File: config.mk
export PLATFORM = sky130hd
export DESIGN_NAME = flm_fifo
export DESIGN_NICKNAME = d
export VERILOG_FILES = /design/src/rtl/flm_pkg.sv /design/src/rtl/flm_fifo.sv
export SDC_FILE = /design/constraint.sdc
export NUM_CORES = 1
export LEC_CHECK = 0
export BUFFER_PORTS_ARGS = -buffer_cell sky130_fd_sc_hd__buf_2
export CAP_MARGIN = 5
export CORE_MARGIN = 3
export CORE_UTILIZATION = 54
export CTS_BUF_LIST = sky130_fd_sc_hd__clkbuf_4
export CTS_CLUSTER_DIAMETER = 60
export DETAILED_ROUTE_END_ITERATION = 6
export HOLD_SLACK_MARGIN = 0.1
export PLACE_DENSITY = 0.79
export SLEW_MARGIN = 5
export SYNTH_ARGS = -nofsm -noshare
export SYNTH_HDL_FRONTEND = slang
export SYNTH_SLANG_ARGS = --single-unit
File: constraint.sdc
create_clock -name clk -period 3.49 [get_ports clk]
set_input_delay 0.1745 -clock clk [delete_from_list [all_inputs] [get_ports clk]]
set_output_delay 0.1745 -clock clk [all_outputs]
set_load 0.03 [all_outputs]
File: src/rtl/flm_pkg.sv
// ----------------------------------------------------------------------------
// Flame histogram package
// Shared constants, register codes and the command word that passes from
// the front part to the back part of the histogram accumulator.
// ----------------------------------------------------------------------------
package flm_pkg;

  localparam int GRID_WIDTH_DEF  = 256;
  localparam int GRID_HEIGHT_DEF = 256;
  localparam int QUEUE_DEPTH     = 2;
  localparam int CFG_IDX_W       = 2;
  localparam int CFG_DATA_W      = 32;
  localparam int KEY_W           = 24;

  localparam logic [CFG_IDX_W-1:0] CFG_FRAME_LEFT   = 2'd0;
  localparam logic [CFG_IDX_W-1:0] CFG_FRAME_BOTTOM = 2'd1;
  localparam logic [CFG_IDX_W-1:0] CFG_FRAME_WIDTH  = 2'd2;
  localparam logic [CFG_IDX_W-1:0] CFG_FRAME_HEIGHT = 2'd3;

  localparam logic MODE_HIT  = 1'b0;
  localparam logic MODE_READ = 1'b1;

  localparam logic signed [31:0] LEFT_RST   = -32'sd65536;
  localparam logic signed [31:0] BOTTOM_RST = -32'sd65536;
  localparam logic [30:0]        WIDTH_RST  = 31'd131072;
  localparam logic [30:0]        HEIGHT_RST = 31'd131072;

  typedef struct packed {
    logic signed [31:0] left;
    logic signed [31:0] bottom;
    logic [30:0]        width;
    logic [30:0]        height;
  } cfg_t;

  typedef struct packed {
    logic             mode;
    logic             ok;
    logic [KEY_W-1:0] key;
    logic [15:0]      ci;
  } cmd_t;

endpackage

File: src/rtl/flm_fifo.sv
// ----------------------------------------------------------------------------
// Flame histogram command queue
// Short first-in first-out queue between the front and the back.
// ----------------------------------------------------------------------------
module flm_fifo #(
  parameter int DEPTH = flm_pkg::QUEUE_DEPTH
) (
  input  logic          clk,
  input  logic          rst,
  input  logic          push,
  input  flm_pkg::cmd_t push_data,
  output logic          full,
  input  logic          pop,
  output flm_pkg::cmd_t pop_data,
  output logic          empty
);
  import flm_pkg::*;

  localparam int AW = (DEPTH > 1) ? $clog2(DEPTH) : 1;
  localparam int NW = $clog2(DEPTH + 1);

  cmd_t          slots [DEPTH];
  logic [AW-1:0] wptr;
  logic [AW-1:0] rptr;
  logic [NW-1:0] fill;

  assign full     = fill == NW'(DEPTH);
  assign empty    = fill == '0;
  assign pop_data = slots[rptr];

  always_ff @(posedge clk) begin
    if (push) begin
      slots[wptr] <= push_data;
    end
  end

  always_ff @(posedge clk) begin
    if (rst) begin
      wptr <= '0;
      rptr <= '0;
      fill <= '0;
    end else begin
      if (push) begin
        wptr <= (wptr == AW'(DEPTH - 1)) ? '0 : wptr + 1'b1;
      end
      if (pop) begin
        rptr <= (rptr == AW'(DEPTH - 1)) ? '0 : rptr + 1'b1;
      end
      fill <= fill + NW'(push) - NW'(pop);
    end
  end

endmodule

==> flow_summary.toml, run 1 <==
[outcome]
outcome = "finished clean"

[logic_synthesis]
synth-seq-cells = 89
avgSynthCellArea_sq_um = 22.7
synth_top_family_by_area = "multiplexers"
synth.area.top_cells = "edfxtp_1 (73%), mux2_4 (17%), dfxtp_1 (2.9%)"
synth_cells = 152
synth_compound_area_share_pct = 0
synthTopCellsByCount = "edfxtp_1 (84), mux2_4 (40), dfxtp_1 (5), nor2_1 (5), buf_12 (4)"
muxShareOfSynthArea_pct = 18.0
yosysTopAreaCellShare_pct = 73.0
yosysUniqueCellTypes = 13
yosys.area.top_type = "edfxtp_1"
synth_nets = 200
synth_edf_count = 84
synth_most_common_cell = "edfxtp_1"
synth-xor-area-share_pct = 1.16
yosysWarnings = 0
syn_area_sq_um = 3450
synthAdderAreaFrac_pct = 0.725
yosysSeqAreaShare_pct = 75.9
synthArstFlopShare_pct = 0
synth-simple-area-share_pct = 1.27
synth_ff_type = "edfxtp_1"

[global_route]
grt_pass1_vias = 2009
track_usage_pct = 17.6
grt.overflow.total = 0
grt_max_degree = 43
grt_first_pass_wirelength_microns = 9640
antenna_found_initial = 0

[final_layout]
finalNetCount = 343
fillers = 362
area_growth_pct = 32.4
num_antenna_cells = 0
seqCellArea_sq_um = 2620
design_area_sq_um = 4570
multi_input_area_sq_um = 741
drive_gt1_share_pct = 50.7

[timing]
rsz0062_at_grt = "false"
fin_skew_ps = 21.0
min_period_ps = 2420
hold_ws_ps = 464
finalSetupViolCount = 0
slew_headroom_pct = 33.1
fin_setup_tns_ps = 0
fmax_mhz = 413
hold_viol = 0
period_share_pct = 69.3
worst_slew_pin_slew_ps = 1000
finalMaxSlewViolations = 0

[floorplan]
std_cell_rows = 28
die_x_microns = 86.0
die_h_microns = 86.0
core_area_sq_um = 6060
start_util_pct = 57.0
pin_count = 90
die-area_sq_um = 7390

[power]
p_sw_share_pct = 25.0
internal_power_mw = 1.80
p_total_mw = 2.41
seqPwrFrac_pct = 53.1
peakVddDrop_mv = 0.390
clkPwrFrac_pct = 29.0
leakage_nw = 1.85
p_comb_share_pct = 17.9
switching_power_mw = 0.602
power_density_nw_per_um2 = 526

[setup_path]
cp.arrival_ps = 2240
path_class = "flip-flop to primary output"
reg2reg_depth = 1
cp-start-kind = "flip-flop"
crit_required_ps = 3320
critPathMaxFanout = 22
end_kind = "primary output"

[clock_network]
clock_sinks = 89
clk_pin_slew_ps = 140
clockBufferDepth = 2
insertion_delay_ps = 420
cts_tree = "built"
htreeDepth = 3
cts_setup_buffers = 0
root_buffer = "clkbuf_4"
cts-buffers-inserted = 9
cts_resized = 0

[detailed_routing]
wl_per_cell_microns = 15.9
drc_errors = 0
antenna_left = 0
drt-total-wl_microns = 5970
dr.first_iter.drc_count = 154
vias_per_cell = 4.89
drtPass1Iterations = 4
vias = 1832

[hold_path]
min_path_cells = 2
min_path_type = "input port to flip-flop"

[placed_design]
io_buffers = 89
hpwl_microns = 3500
place_area_sq_um = 3930
gp_congestion = 0.687

[job]
maxCapViolations = 0
-- power groups by stage --
| stage | registers (mW) | clock network (mW) | logic, mW |
|---|---|---|---|
| 3_3_place_gp | 1.30 | 0 | 0.386 |
| 4_1_cts | 1.28 | 0.711 | 0.432 |
| 3_5_place_dp | 1.30 | 0 | 0.391 |
| 6_report | 1.28 | 0.698 | 0.430 |
| 5_1_grt | 1.29 | 0.764 | 0.457 |
| 2_1_floorplan | 1.29 | 0 | 0.315 |
-- worst max-delay path, stage by stage (launching register included) --
cell and delay, ps:
dfxtp_2 820, buf_4 480, mux2_4 340, buf_2 180
-- area by class of cell --
type / count / area share, %
sequential: 89 / 57.4
timing repair buffer: 137 / 20.1
multi-input combinational: 56 / 16.2
clock inverter: 7 / 2.60
tap: 75 / 2.05
clock buffer: 9 / 1.48
inverter: 2 / 0.164
-- stage by stage --
step	utilization, %	setup slack, ps	instances
after floorplan	-	837	152
after global placement	64.8	1510	313
after detailed placement	64.8	1500	313
after CTS	75.5	1010	375
after global routing	75.5	966	375
final	75.5	1070	375
-- per-layer routing --
| metal | up-vias | track usage (%) | wire [microns] |
|---|---|---|---|
| met3 | 15 | 4.32 | 319 |
| li1 | 874 | - | - |
| met5 | - | 0 | 0 |
| met1 | 887 | 19.6 | 2270 |
| met2 | 56 | 31.6 | 3230 |
| met4 | 0 | 8.20 | 146 |
-- what timing repair did --
action | 4_1_cts | 5_1_grt
hold buffers | 46 | 0
hold endpoints to repair | 89 | 0
endpoints found under the setup margin | 0 | 0
-- cells by family (layout without fill, tap and decap cells) --
| family | Yosys count | count (layout) |
|---|---|---|
| xor gates and xnor gates | 3 | 3 |
| adders and majority gates | 2 | 2 |
| buffers and inverters | 7 | 155 |
| DFF | 89 | 89 |
| muxes | 42 | 42 |
| and+or+nand+nor | 9 | 9 |
-- flip-flops by register name, indices dropped and copies added (netlist names), named ones only --
signal	flops
slots	84
fill	2
rptr	1
wptr	1
-- placed cells by master (no fill, tap or decap), drive strengths merged --
cell | netlist | layout
xnor2 | 2 | 2
ha | 2 | 2
mux2 | 42 | 42
dlygate4sd3 | 0 | 46
nor2b | 3 | 3
xnor3 | 1 | 1
nor2 | 5 | 5
clkbuf | 0 | 9
and2 | 1 | 1
clkinvlp | 0 | 2
edfxtp | 84 | 84
bufinv | 0 | 3
dfxtp | 5 | 5
inv | 2 | 2
clkinv | 0 | 2
buf | 5 | 91
-- worst paths after layout --
| check | start | end | slack (ps) |
|---|---|---|---|
| worst max register to register | wptr | slots[1][8] | 1850 |
| worst max-delay path | flip-flop | pop_data[27] | 1070 |
| worst min-delay path | push_data[21] | slots[1][21] | 460 |
| worst min register to register | rptr | rptr | 540 |
Power figures use the tool's default switching activity.
==> run 2, diff against run 1 <==
--- a/config.mk
+++ b/config.mk
@@ -5,15 +5,16 @@
 export SDC_FILE = /design/constraint.sdc
 export NUM_CORES = 1
 export LEC_CHECK = 0
+export ABC_AREA = 1
 export BUFFER_PORTS_ARGS = -buffer_cell sky130_fd_sc_hd__buf_2
 export CAP_MARGIN = 5
 export CORE_MARGIN = 3
-export CORE_UTILIZATION = 54
+export CORE_UTILIZATION = 49
 export CTS_BUF_LIST = sky130_fd_sc_hd__clkbuf_4
 export CTS_CLUSTER_DIAMETER = 60
 export DETAILED_ROUTE_END_ITERATION = 6
 export HOLD_SLACK_MARGIN = 0.1
-export PLACE_DENSITY = 0.79
+export PLACE_DENSITY = 0.76
 export SLEW_MARGIN = 5
 export SYNTH_ARGS = -nofsm -noshare
 export SYNTH_HDL_FRONTEND = slang
==> constraint.sdc (replaced) <==
create_clock -name clk -period 2.2 [get_ports clk]
set_input_delay 0.11 -clock clk [delete_from_list [all_inputs] [get_ports clk]]
set_output_delay 0.11 -clock clk [all_outputs]
set_load 0.03 [all_outputs]
==> run 2 against run 1 <==
Net effect:
- non-clock buffer count increased by 1
- power is 50% higher
- global-route usage decreased by 2.4 points
- sequential power is 55% higher
- synthesized cell count is 6.6% higher
- clock power grew 39%
- highest routed layer unchanged
==> flow_summary.toml, run 2 <==
[final_layout]
final_common_cell = "buf_2"
area_growth_pct = 33.2
design_area_sq_um = 4610
reg_top3 = "slots (84), fill (2)"
largest_reg_flops = 84
mostFrequentLayoutCells = "buf_2 (89), edfxtp_1 (84), dlygate4sd3_1 (46)"
final-instance-count-excl-fill = 407
drive_gt1_share_pct = 48.6
num_antenna_cells = 0
top_register = "slots"
finalNetCount = 354
utilization_pct = 67.5

[detailed_routing]
drc_errors = 0
dr.first_iter.drc_count = 75
drtPass1Iterations = 4
drt-total-wl_microns = 5950
vias = 1823
wl_per_cell_microns = 14.6
vias_per_cell = 4.48
antenna_left = 0

[timing]
finalMaxSlewViolations = 0
rsz0062_at_grt = "false"
worst_slew_pin_slew_ps = 560
worst_slack_ps = 471
period_share_pct = 78.6
min_period_ps = 1730
slew_headroom_pct = 62.7
hold_ws_ps = 423
finalSetupViolCount = 0
fin_skew_ps = 11.1
fmax_mhz = 578
hold_viol = 0
fin_setup_tns_ps = 0

[power]
p_total_mw = 3.61
power_density_nw_per_um2 = 784
peakVddDrop_mv = 0.438
leakage_nw = 1.88

[global_route]
track_usage_pct = 15.2
grt_pass1_vias = 1892
antenna_found_initial = 0
grt_first_pass_wirelength_microns = 9470
grt_max_degree = 43
grt.overflow.total = 0

[logic_synthesis]
synthTopCellsByCount = "edfxtp_1 (84), mux2_4 (40), inv_1 (8), nor2_1 (8), dfxtp_1 (5)"
synth_cells = 162
synthArstFlopShare_pct = 0
yosysTopAreaCellShare_pct = 72.9
synth_edf_count = 84
syn_area_sq_um = 3460
avgSynthCellArea_sq_um = 21.4
synth-seq-cells = 89
yosys.area.top_type = "edfxtp_1"
synth_most_common_cell = "edfxtp_1"
synth.area.top_cells = "edfxtp_1 (73%), mux2_4 (17%), dfxtp_1 (2.9%)"
yosysSeqAreaShare_pct = 75.8
synth_ff_type = "edfxtp_1"
yosysWarnings = 0
yosysUniqueCellTypes = 14
synth_nets = 210

[floorplan]
std_cell_rows = 30
pin_count = 90
die_x_microns = 90.0
die-area_sq_um = 8110
start_util_pct = 50.7
die_h_microns = 90.0
core_area_sq_um = 6830

[job]
maxCapViolations = 0

[clock_network]
clk_pin_slew_ps = 120
cts-buffers-inserted = 9
root_buffer = "clkbuf_4"
clockBufferDepth = 2
insertion_delay_ps = 410
clock_sinks = 89
cts_tree = "built"
htreeDepth = 3

[hold_path]
min_path_type = "input port to flip-flop"

[setup_path]
path_cells = "buf_12 -> mux2_2 -> buf_2"
critPathMaxFanout = 42
end_kind = "primary output"
cp.arrival_ps = 1620
crit_path_max_incr_delay_ps = 380
path_class = "flip-flop to primary output"
cp_slowest_cell = "mux2_2"
r2r_slack_ps = 820
crit_required_ps = 2090
cp-start-kind = "flip-flop"

[placed_design]
pre_cts_ws_ps = 821
place_area_sq_um = 3990
hpwl_microns = 3650
gp_congestion = 0.694
dp.cells = 345
io_buffers = 89

[outcome]
outcome = "finished clean"
run 2: repair_timing:
action                                 4_1_cts  5_1_grt
hold buffers                                46        0
endpoints found under the hold margin       89        0
resized for setup                            0        0
buffers inserted                             0        0
run 2: path summary, 6_finish.rpt:
check / startpoint / end / cells past startpoint
worst max-delay path: flip-flop / pop_data[31] / 3
worst min register to register: rptr / rptr / 2
worst min-delay path: push_data[15] / slots[0][15] / 2
worst max register to register: wptr / slots[1][4] / 3
run 2: cells by family (layout without fill, tap and decap cells):
group / Yosys count / count (layout) / synth area share (%)
simple gates: 14 / 14 / 1.59
fa+ha+maj: 2 / 2 / 0.723
mux: 42 / 42 / 18.0
xor+xnor: 1 / 1 / 0.253
buf+inv: 13 / 162 / 3.51
compound gates: 1 / 1 / 0.144
flops: 89 / 89 / 75.8
run 2: power breakdown:
group          leakage, nW  switching, mW  internal (mW)
clock               0.0866          0.477          0.494
combinational        0.959          0.366          0.294
sequential           0.830         0.0279           1.96
total                 1.88          0.871           2.74
run 2: area by class of cell:
class / instances / area [sq um]
fill: 489 / 2220
clock inverter: 4 / 67.6
inverter: 8 / 30.0
timing repair buffer: 138 / 953
sequential: 89 / 2620
clock buffer: 12 / 90.1
multi-input combinational: 60 / 724
tap: 96 / 120
run 2: layer usage:
metal	share of wire (%)	vias to the layer above	routed length, microns	global-route usage, %
met2	50	55	2980	24.9
li1	-	900	-	-
met1	44	863	2630	18.9
met3	4.6	5	274	4.27
met5	0	-	0	0
met4	1.2	0	70	6.51
run 2: critical path: cells and delay by family (launching register included):
kind | cells | cell delay (ps)
flops | 1 | 360
mux | 1 | 380
buf+inv | 2 | 470
