File: src/rtl/flm_pkg.sv
// ----------------------------------------------------------------------------
// Flame histogram package
// Shared constants, register codes and the command word that passes from
// the front part to the back part of the histogram accumulator.
// ----------------------------------------------------------------------------
package flm_pkg;

  localparam int GRID_WIDTH_DEF  = 256;
  localparam int GRID_HEIGHT_DEF = 256;
  localparam int QUEUE_DEPTH     = 2;
  localparam int CFG_IDX_W       = 2;
  localparam int CFG_DATA_W      = 32;
  localparam int KEY_W           = 24;

  localparam logic [CFG_IDX_W-1:0] CFG_FRAME_LEFT   = 2'd0;
  localparam logic [CFG_IDX_W-1:0] CFG_FRAME_BOTTOM = 2'd1;
  localparam logic [CFG_IDX_W-1:0] CFG_FRAME_WIDTH  = 2'd2;
  localparam logic [CFG_IDX_W-1:0] CFG_FRAME_HEIGHT = 2'd3;

  localparam logic MODE_HIT  = 1'b0;
  localparam logic MODE_READ = 1'b1;

  localparam logic signed [31:0] LEFT_RST   = -32'sd65536;
  localparam logic signed [31:0] BOTTOM_RST = -32'sd65536;
  localparam logic [30:0]        WIDTH_RST  = 31'd131072;
  localparam logic [30:0]        HEIGHT_RST = 31'd131072;

  typedef struct packed {
    logic signed [31:0] left;
    logic signed [31:0] bottom;
    logic [30:0]        width;
    logic [30:0]        height;
  } cfg_t;

  typedef struct packed {
    logic             mode;
    logic             ok;
    logic [KEY_W-1:0] key;
    logic [15:0]      ci;
  } cmd_t;

endpackage

File: src/rtl/flm_if.sv
// ----------------------------------------------------------------------------
// Flame histogram channels
// Valid/ready channels for input items and result items.
// ----------------------------------------------------------------------------
interface flm_in_if;
  logic               valid;
  logic               ready;
  logic               mode;
  logic signed [31:0] point_x;
  logic signed [31:0] point_y;
  logic [15:0]        color_index;
  logic [7:0]         pixel_x;
  logic [7:0]         pixel_y;

  modport source (output valid, mode, point_x, point_y, color_index, pixel_x, pixel_y,
                  input ready);
  modport sink   (input valid, mode, point_x, point_y, color_index, pixel_x, pixel_y,
                  output ready);
endinterface


File: src/rtl/flm_front.sv
// ----------------------------------------------------------------------------
// Flame histogram front
// Accepts items, tests the frame and bins hit points with radix-2 dividers.
// ----------------------------------------------------------------------------
module flm_front #(
  parameter int GRID_WIDTH  = flm_pkg::GRID_WIDTH_DEF,
  parameter int GRID_HEIGHT = flm_pkg::GRID_HEIGHT_DEF
) (
  input  logic          clk,
  input  logic          rst,
  input  logic          hold,
  input  flm_pkg::cfg_t cfg,
  flm_in_if.sink        in_ch,
  output logic          push,
  output flm_pkg::cmd_t push_data,
  input  logic          full
);
  import flm_pkg::*;

  localparam int XW    = (GRID_WIDTH > 1) ? $clog2(GRID_WIDTH) : 1;
  localparam int YW    = (GRID_HEIGHT > 1) ? $clog2(GRID_HEIGHT) : 1;
  localparam int NSTEP = (XW > YW) ? XW : YW;
  localparam int CW    = $clog2(NSTEP + 1);

  typedef enum logic [4:0] {
    F_IDLE = 5'b00001,
    F_PREP = 5'b00010,
    F_MUL  = 5'b00100,
    F_DIV  = 5'b01000,
    F_PUSH = 5'b10000
  } fst_t;

  fst_t               st;
  logic               mode;
  logic signed [31:0] px;
  logic signed [31:0] py;
  logic [15:0]        ci;
  logic [7:0]         pxl;
  logic [7:0]         pyl;
  logic               ok;
  logic [30:0]        dx;
  logic [30:0]        dy;
  logic [KEY_W-1:0]   kread;
  logic [30:0]        rx;
  logic [30:0]        ry;
  logic [XW-1:0]      lx;
  logic [YW-1:0]      ly;
  logic [XW-1:0]      qx;
  logic [YW-1:0]      qy;
  logic [CW-1:0]      cnt;

  logic [32:0]        dx_w;
  logic [32:0]        dy_w;
  logic               okx;
  logic               oky;
  logic [30+XW:0]     nx;
  logic [30+YW:0]     ny;
  logic [31:0]        tx;
  logic [31:0]        ty;
  logic               gex;
  logic               gey;

  assign in_ch.ready = (st == F_IDLE) && !hold;

  always_comb begin
    dx_w = {px[31], px} - {cfg.left[31], cfg.left};
    dy_w = {py[31], py} - {cfg.bottom[31], cfg.bottom};
    okx  = !dx_w[32] && (dx_w[31:0] < {1'b0, cfg.width});
    oky  = !dy_w[32] && (dy_w[31:0] < {1'b0, cfg.height});
    nx   = (31 + XW)'(dx) * (31 + XW)'(GRID_WIDTH);
    ny   = (31 + YW)'(dy) * (31 + YW)'(GRID_HEIGHT);
    tx   = {rx, lx[XW-1]};
    ty   = {ry, ly[YW-1]};
    gex  = tx >= {1'b0, cfg.width};
    gey  = ty >= {1'b0, cfg.height};
  end

  assign push = (st == F_PUSH) && !full;

  always_comb begin
    push_data.mode = mode;
    push_data.ok   = ok;
    push_data.ci   = ci;
    if (mode == MODE_READ) begin
      push_data.key = kread;
    end else begin
      push_data.key = KEY_W'(qy) * KEY_W'(GRID_WIDTH) + KEY_W'(qx);
    end
  end

  always_ff @(posedge clk) begin
    if (rst) begin
      st <= F_IDLE;
    end else begin
      case (st)
        F_IDLE: begin
          if (in_ch.valid && in_ch.ready) begin
            mode <= in_ch.mode;
            px   <= in_ch.point_x;
            py   <= in_ch.point_y;
            ci   <= in_ch.color_index;
            pxl  <= in_ch.pixel_x;
            pyl  <= in_ch.pixel_y;
            st   <= F_PREP;
          end
        end
        F_PREP: begin
          if (mode == MODE_READ) begin
            ok    <= (32'(pxl) < 32'(GRID_WIDTH)) && (32'(pyl) < 32'(GRID_HEIGHT));
            kread <= KEY_W'(pyl) * KEY_W'(GRID_WIDTH) + KEY_W'(pxl);
            st    <= F_PUSH;
          end else begin
            ok <= okx && oky;
            dx <= dx_w[30:0];
            dy <= dy_w[30:0];
            st <= (okx && oky) ? F_MUL : F_PUSH;
          end
        end
        F_MUL: begin
          rx  <= nx[30+XW:XW];
          lx  <= nx[XW-1:0];
          ry  <= ny[30+YW:YW];
          ly  <= ny[YW-1:0];
          qx  <= '0;
          qy  <= '0;
          cnt <= '0;
          st  <= F_DIV;
        end
        F_DIV: begin
          // one quotient bit per cycle on each axis
          if (cnt < CW'(XW)) begin
            rx <= gex ? 31'(tx - {1'b0, cfg.width}) : tx[30:0];
            lx <= lx << 1;
            qx <= (qx << 1) | XW'(gex);
          end
          if (cnt < CW'(YW)) begin
            ry <= gey ? 31'(ty - {1'b0, cfg.height}) : ty[30:0];
            ly <= ly << 1;
            qy <= (qy << 1) | YW'(gey);
          end
          cnt <= cnt + 1'b1;
          if (cnt == CW'(NSTEP - 1)) begin
            st <= F_PUSH;
          end
        end
        F_PUSH: begin
          if (!full) begin
            st <= F_IDLE;
          end
        end
        default: st <= F_IDLE;
      endcase
    end
  end

endmodule

File: src/flat_wrapper.sv
// flat-port wrapper written by rule: the top's interface ports become plain ports
module flm_front_flat import flm_pkg::*;
#(
  parameter int GRID_WIDTH  = flm_pkg::GRID_WIDTH_DEF,
  parameter int GRID_HEIGHT = flm_pkg::GRID_HEIGHT_DEF
)
  (clk, rst, hold, cfg, push, push_data, full, in_ch_valid, in_ch_mode, in_ch_point_x, in_ch_point_y, in_ch_color_index, in_ch_pixel_x, in_ch_pixel_y, in_ch_ready);
  flm_in_if in_ch_i ();
  input  logic clk;
  input  logic rst;
  input  logic hold;
  input  flm_pkg::cfg_t cfg;
  output logic push;
  output flm_pkg::cmd_t push_data;
  input  logic full;
  input wire logic [$bits(in_ch_i.valid)-1:0] in_ch_valid;
  input wire logic [$bits(in_ch_i.mode)-1:0] in_ch_mode;
  input wire logic [$bits(in_ch_i.point_x)-1:0] in_ch_point_x;
  input wire logic [$bits(in_ch_i.point_y)-1:0] in_ch_point_y;
  input wire logic [$bits(in_ch_i.color_index)-1:0] in_ch_color_index;
  input wire logic [$bits(in_ch_i.pixel_x)-1:0] in_ch_pixel_x;
  input wire logic [$bits(in_ch_i.pixel_y)-1:0] in_ch_pixel_y;
  output wire logic [$bits(in_ch_i.ready)-1:0] in_ch_ready;
  assign in_ch_i.valid = in_ch_valid;
  assign in_ch_i.mode = in_ch_mode;
  assign in_ch_i.point_x = in_ch_point_x;
  assign in_ch_i.point_y = in_ch_point_y;
  assign in_ch_i.color_index = in_ch_color_index;
  assign in_ch_i.pixel_x = in_ch_pixel_x;
  assign in_ch_i.pixel_y = in_ch_pixel_y;
  assign in_ch_ready = in_ch_i.ready;
  flm_front #(.GRID_WIDTH(GRID_WIDTH), .GRID_HEIGHT(GRID_HEIGHT)) u_core (.clk(clk), .rst(rst), .hold(hold), .cfg(cfg), .in_ch(in_ch_i), .push(push), .push_data(push_data), .full(full));
endmodule
File: config.mk
export PLATFORM = sky130hd
export DESIGN_NAME = flm_front_flat
export DESIGN_NICKNAME = d
export VERILOG_FILES = /design/src/rtl/flm_pkg.sv /design/src/rtl/flm_if.sv /design/src/rtl/flm_front.sv /design/src/flat_wrapper.sv
export SDC_FILE = /design/constraint.sdc
export NUM_CORES = 1
export LEC_CHECK = 0
export BUFFER_PORTS_ARGS = -buffer_cell sky130_fd_sc_hd__clkbuf_2
export CORE_MARGIN = 2
export CORE_UTILIZATION = 60
export DETAILED_ROUTE_END_ITERATION = 6
export GPL_TIMING_DRIVEN = 1
export PLACE_DENSITY = 0.84
export SYNTH_ARGS = -nofsm -noshare
export SYNTH_HDL_FRONTEND = slang
export SYNTH_SLANG_ARGS = --single-unit
File: constraint.sdc
create_clock -name clk -period 26.4 [get_ports clk]
set_clock_uncertainty 0.2 [all_clocks]
set_input_delay 5.28 -clock clk [delete_from_list [all_inputs] [get_ports clk]]
set_output_delay 5.28 -clock clk [all_outputs]
set_load 0.03 [all_outputs]
==> results of run 1 <==
worst max-delay path, cell delays in order:
cell	delay [ns]
clkbuf_2	0.08
nor2_1	0.07
and3_1	0.19
clkbuf_2	0.21
layer usage:
layer | vias up | GRT usage | part of all wire
li1 | 6934 | - | -
met2 | 574 | 0.440 | 0.46
met4 | 0 | 0.0844 | 0.029
met3 | 86 | 0.0394 | 0.072
met5 | - | 0 | 0
met1 | 6638 | 0.369 | 0.44
Yosys cell counts (9+ instances only):
| master | n | area (sq um) |
|---|---|---|
| edfxtp_1 | 258 | 7750 |
| ha_1 | 187 | 2340 |
| inv_1 | 166 | 623 |
| a21oi_1 | 143 | 716 |
| nand2_1 | 136 | 510 |
| o21ai_0 | 105 | 526 |
| nor2_1 | 95 | 357 |
| xnor2_1 | 72 | 631 |
| a21o_1 | 51 | 383 |
| nand3_1 | 37 | 185 |
| o21ai_1 | 35 | 175 |
| o21a_1 | 34 | 255 |
| xor2_1 | 30 | 263 |
| nor3_1 | 29 | 145 |
| mux2i_1 | 26 | 260 |
| clkbuf_1 | 24 | 90.1 |
| nor2b_1 | 23 | 144 |
| and3_1 | 22 | 138 |
| nand4_1 | 20 | 125 |
| mux2_2 | 19 | 214 |
| nand2b_1 | 18 | 113 |
| a211oi_1 | 16 | 120 |
| buf_4 | 14 | 105 |
| o211ai_1 | 14 | 105 |
| and2_1 | 11 | 68.8 |
| o21bai_1 | 11 | 82.6 |
| a31oi_1 | 9 | 56.3 |
layout by cell type (no fill, tap or decap), types with 19 or more instances in the layout:
master,n
a21o_1,51
a21oi_1,143
and3_1,22
clkbuf_16,31
clkbuf_2,263
edfxtp_1,258
ha_1,187
inv_1,166
mux2_2,19
mux2i_1,26
nand2_1,135
nand3_1,37
nand4_1,20
nor2_1,94
nor2b_1,23
nor3_1,28
o21a_1,34
o21ai_0,105
o21ai_1,34
xnor2_1,72
xor2_1,30
stage by stage:
step | setup WS [ns] | cell area, sq um
floorplan | 12.69 | 17800
global placement | 15.10 | 19500
detailed placement | 15.08 | 19500
CTS | 15.08 | 20500
global route | 15.04 | 20500
finish | 15.08 | 20500
logic make-up after synthesis:
kind of cell	Yosys count	synth area share
compound gates	499	0.178
xor+xnor	102	0.0502
fa+ha+maj	191	0.136
buf+inv	213	0.0492
flops	263	0.441
mux	45	0.0267
other cells	1	0.000211
simple gates	432	0.118
power by group:
group	total (uW)	internal [uW]	switching, uW
Clock	418	244	173
Sequential	498	488	9.42
Combinational	323	130	193
Total	1240	863	376
worst paths after layout:
path	slack, ns	startpoint	cells past startpoint	endpoint
worst max-delay path	15.08	hold	4	in_ch_ready
worst min-delay path	0.21	u_core.pyl[0]	0	u_core.kread[8]
worst max register to register	20.58	u_core.py[0]	22	u_core.st[4]
worst min register to register	0.21	u_core.pyl[0]	0	u_core.kread[8]
flip-flops by register name, indices dropped and copies added (netlist names):
register      cells
u_core.ci        16
u_core.cnt        4
u_core.dx        31
u_core.dy        31
u_core.kread     16
u_core.mode       1
u_core.ok         1
u_core.px        32
u_core.pxl        8
u_core.py        32
u_core.pyl        8
u_core.qx         8
u_core.qy         8
u_core.rx        31
u_core.ry        31
u_core.st         5
final cells by class:
type	instances	area share
multi-input combinational	1277	0.446
clock inverter	20	0.00965
sequential	263	0.383
inverter	166	0.0304
timing repair buffer	274	0.0683
tap	390	0.0238
clock buffer	36	0.0388
==> reports/results.ini, run 1 <==
[sta]
setup_viol_count_final = 0
drv_slew = 0
rsz0062_at_grt = false
max_freq_ghz = 0.0883
hold_viol_final = 0
slew_headroom = 0.258
tightest_slew_ns = 1.11
hold_slack_ns = 0.215
finalCriticalPeriod_ns = 11.32
final.period_utilization = 0.429
setup_tns_ns = 0

[drt]
drt_iter0_drc = 1039
ant_nets = 0
avgRoutedWirePerCell_microns = 17.3
vias_per_cell = 5.87
drc_errors = 0
vias = 14200
firstDrtPassIters = 5
routed_wl_microns = 42000

[global_route]
grt_max_degree = 64
grt_pass1_vias = 13800
grt-ovfl-total = 0
antenna_found_initial = 0
grt_pass1_wl_microns = 67900
grtUsageTotal = 0.268

[logic_synthesis]
synth-edff-count = 258
yosysSeqAreaShare = 0.441
synth_cells = 1746
synth_flop_cell = edfxtp_1
syn_avg_cell_area_sq_um = 10.2
synth_seq_cells = 263
synthArstFlopShare = 0
syn_area_sq_mm = 0.0178
ys_warn_count = 0
netlist-cell-type-count = 81

[die]
floorplan.core_area_sq_mm = 0.0294
fp-row-count = 63
die_y_microns = 176
ios = 272
die_area_sq_mm = 0.0310
dieWidth_microns = 176
start_util = 0.605

[worst_setup_path]
critical_path.max_fanout = 3
required_ns = 20.92
start_kind = input port
criticalPathCategory = in -> out
cp.arrival_ns = 5.84
endpoint_kind = output pin

[clock_network]
post_cts_buffers = 0
cts_resized = 0
cts-buffers-inserted = 30
path_clk_slew_ns = 0.06
clock-sinks = 263
root_buffer = clkbuf_16
cts_buffer_depth = 3
cts_tree = yes
clock_tree.htree_level_count = 1
clk_latency_ns = 0.56
hold_buffers = 0

[cells_and_area]
fillCellCount = 2180
drive_above_1_share = 0.185
nNetsFinal = 2431
antenna-diode-count = 0
regArea_sq_mm = 0.00785
multi_input_area_sq_mm = 0.00913
area_delta_synth_final_pct = 15.2
finish.utilization = 0.697
stdcell_count = 2426

[min_path]
hold_path.class = reg -> reg

[placed_design]
hpwl_microns = 31600
io_buffers = 263
dp.cells = 2370
gp_congestion = 0.924

[pwr]
irDropWorstVdd_mv = 0.0489
power.total_uw = 1240
power_density_mw_per_mm2 = 60.5
cellLeakagePower_uw = 0.00908

[outcome]
outcome = finished clean

[job]
max_cap_violations = 0

No activity file was read; power rests on OpenSTA's default activity.
==> inputs of run 2 (changes only) <==
--- a/config.mk
+++ b/config.mk
@@ -5,12 +5,13 @@
 export SDC_FILE = /design/constraint.sdc
 export NUM_CORES = 1
 export LEC_CHECK = 0
+export ABC_AREA = 1
 export BUFFER_PORTS_ARGS = -buffer_cell sky130_fd_sc_hd__clkbuf_2
 export CORE_MARGIN = 2
-export CORE_UTILIZATION = 60
+export CORE_UTILIZATION = 53
 export DETAILED_ROUTE_END_ITERATION = 6
 export GPL_TIMING_DRIVEN = 1
-export PLACE_DENSITY = 0.84
+export PLACE_DENSITY = 0.78
 export SYNTH_ARGS = -nofsm -noshare
 export SYNTH_HDL_FRONTEND = slang
 export SYNTH_SLANG_ARGS = --single-unit
==> constraint.sdc (replaced) <==
create_clock -name clk -period 10.3 [get_ports clk]
set_clock_uncertainty 0.2 [all_clocks]
set_input_delay 2.06 -clock clk [delete_from_list [all_inputs] [get_ports clk]]
set_output_delay 2.06 -clock clk [all_outputs]
set_load 0.03 [all_outputs]
==> reports/results.ini, run 2 <==
[logic_synthesis]
synth_flop_cell = edfxtp_1
yosysSeqAreaShare = 0.435
synth_largest_area_cell = edfxtp_1
synthArstFlopShare = 0
ys_warn_count = 0
synthTopCellsByArea = edfxtp_1 43%, ha_1 13%, nand2_1 9.2%
synth_seq_cells = 263
synth_cells = 2039
synth_commonest_cells = 443 x nand2_1, 298 x inv_1, 258 x edfxtp_1, 202 x a21oi_1, 187 x ha_1
syn_avg_cell_area_sq_um = 8.85
syn_area_sq_mm = 0.0180
yosys.area.top_type_share = 0.430
synth-edff-count = 258
netlist-cell-type-count = 57
synth_most_common_cell = nand2_1

[pwr]
power_density_mw_per_mm2 = 137
irDropWorstVdd_mv = 0.128
power.total_uw = 2860
cellLeakagePower_uw = 0.00985

[sta]
fin_ws_ns = 4.75
max_freq_ghz = 0.180
setup_viol_count_final = 0
slew_headroom = 0.229
hold_viol_final = 0
drv_slew = 0
rsz0062_at_grt = false
setup_tns_ns = 0
final.period_utilization = 0.539
finalCriticalPeriod_ns = 5.55
tightest_slew_ns = 1.16

[clock_network]
cts_buffer_depth = 3
hold_buffers = 0
clock-sinks = 263
clock_tree.htree_level_count = 1
post_cts_buffers = 0
path_clk_slew_ns = 0.06
root_buffer = clkbuf_16
cts_tree = yes
cts_resized = 0
clk_latency_ns = 0.58
cts-buffers-inserted = 30

[drt]
avgRoutedWirePerCell_microns = 16.0
drt_iter0_drc = 1095
ant_nets = 0
routed_wl_microns = 44400
vias_per_cell = 5.44
drc_errors = 0
vias = 15100
firstDrtPassIters = 5

[global_route]
grt-ovfl-total = 0
grt_max_degree = 82
grt_pass1_wl_microns = 72000
grt_pass1_vias = 14900
grtUsageTotal = 0.248
antenna_found_initial = 0

[worst_setup_path]
endpoint_kind = flop
critical_path.max_fanout = 3
cp.arrival_ns = 5.79
criticalPathCategory = in -> reg
rrSetupSlack_ns = 5.91
required_ns = 10.54
cp_slowest_stage_delay_ns = 0.39
crit_buf_inv = 2
cp_common_cell = nand2_1
crit_family = simple AND/OR/NAND/NOR gates
crit_slowest_cell = fa_1
start_kind = input port

[die]
start_util = 0.538
die_area_sq_mm = 0.0355
dieWidth_microns = 188
die_y_microns = 188
fp-row-count = 67
floorplan.core_area_sq_mm = 0.0335
ios = 272

[outcome]
outcome = finished clean

[cells_and_area]
antenna-diode-count = 0
regArea_sq_mm = 0.00785
area_delta_synth_final_pct = 15.6
finish.instance_area_sq_mm = 0.0209
layout_common_cells = 443 x nand2_1, 298 x inv_1, 263 x clkbuf_2
drive_above_1_share = 0.164
layout_commonest_cell = nand2_1
multi_input_area_sq_mm = 0.00888
nNetsFinal = 2729
fillCellCount = 2880
stdcell_count = 2781
largestRegisters = u_core.px (32), u_core.py (32)

[placed_design]
dp.cells = 2726
gp_congestion = 0.899
place_area_sq_mm = 0.0198
io_buffers = 263
pre_cts_slack_ns = 4.18
hpwl_microns = 33800

[job]
max_cap_violations = 0

[min_path]
hold_path.class = reg -> reg

[run 2: changes by cell type in the layout (fill, tap and decap cells not counted), moves of 17 or more]
cell      delta
and3_1      -17
mux2i_1     -26
xnor2_1     -28
a21oi_1     +59
o21a_1      -28
xor2_1      +32
inv_1      +132
a21o_1      -43
nand2_1    +308
mux2_2      -19
nand2b_1    -18
nor2_1      +34
nor2b_1     -23
[run 2: power by group]
part           total [uW]  internal [uW]  leakage (uW)  switching (uW)
registers            1200           1200       0.00238            4.32
logic                 519            197       0.00696             322
clock network        1140            700      0.000514             439
[run 2: routing by layer]
layer	share of wire	global-route usage	up-vias	routed length, microns
met5	0	0	-	0
met4	0.033	0.0916	0	1460
met3	0.071	0.0333	96	3160
met2	0.47	0.419	542	20800
met1	0.43	0.327	7018	18900
li1	-	-	7467	-
[run 2: layout make-up]
cell class              count  share of cell area
clock buffers              41              0.0409
inverters                 302              0.0548
flip-flops and latches    263               0.376
well taps                 448              0.0269
clock inverters            14             0.00954
repair buffers            271              0.0660
multi-input cells        1442               0.426
[run 2: final timing paths]
path | start | endpoint | cells after the start
worst min-delay path | u_core.pyl[3] | u_core.kread[11] | 0
worst max-delay path | cfg[94] | u_core.st[4] | 28
worst max register to register | u_core.py[0] | u_core.st[4] | 28
worst min register to register | u_core.pyl[3] | u_core.kread[11] | 0
[run 2: kinds of logic after synthesis]
family,synth area share
xor+xnor,0.0515
compound gates,0.140
simple gates,0.163
buf+inv,0.0759
fa+ha+maj,0.134
flops,0.435
other cells,0.000208
[run 2: per-stage QoR]
stage          hold slack [ns]  utilization
6_report                 0.219        0.622
5_1_grt                  0.221        0.622
4_1_cts                  0.219        0.622
3_5_place_dp             0.205        0.591
3_3_place_gp             0.201        0.591
2_1_floorplan            0.200            -
[run 2: worst reg2reg max path: cells and delay by family (launching register included)]
kind            cells  cell delay, ns
simple gates       14            1.38
compound gates      7            1.11
fa+ha+maj           3            0.80
flops               1            0.37
xor+xnor            1            0.21
buf+inv             3            0.20
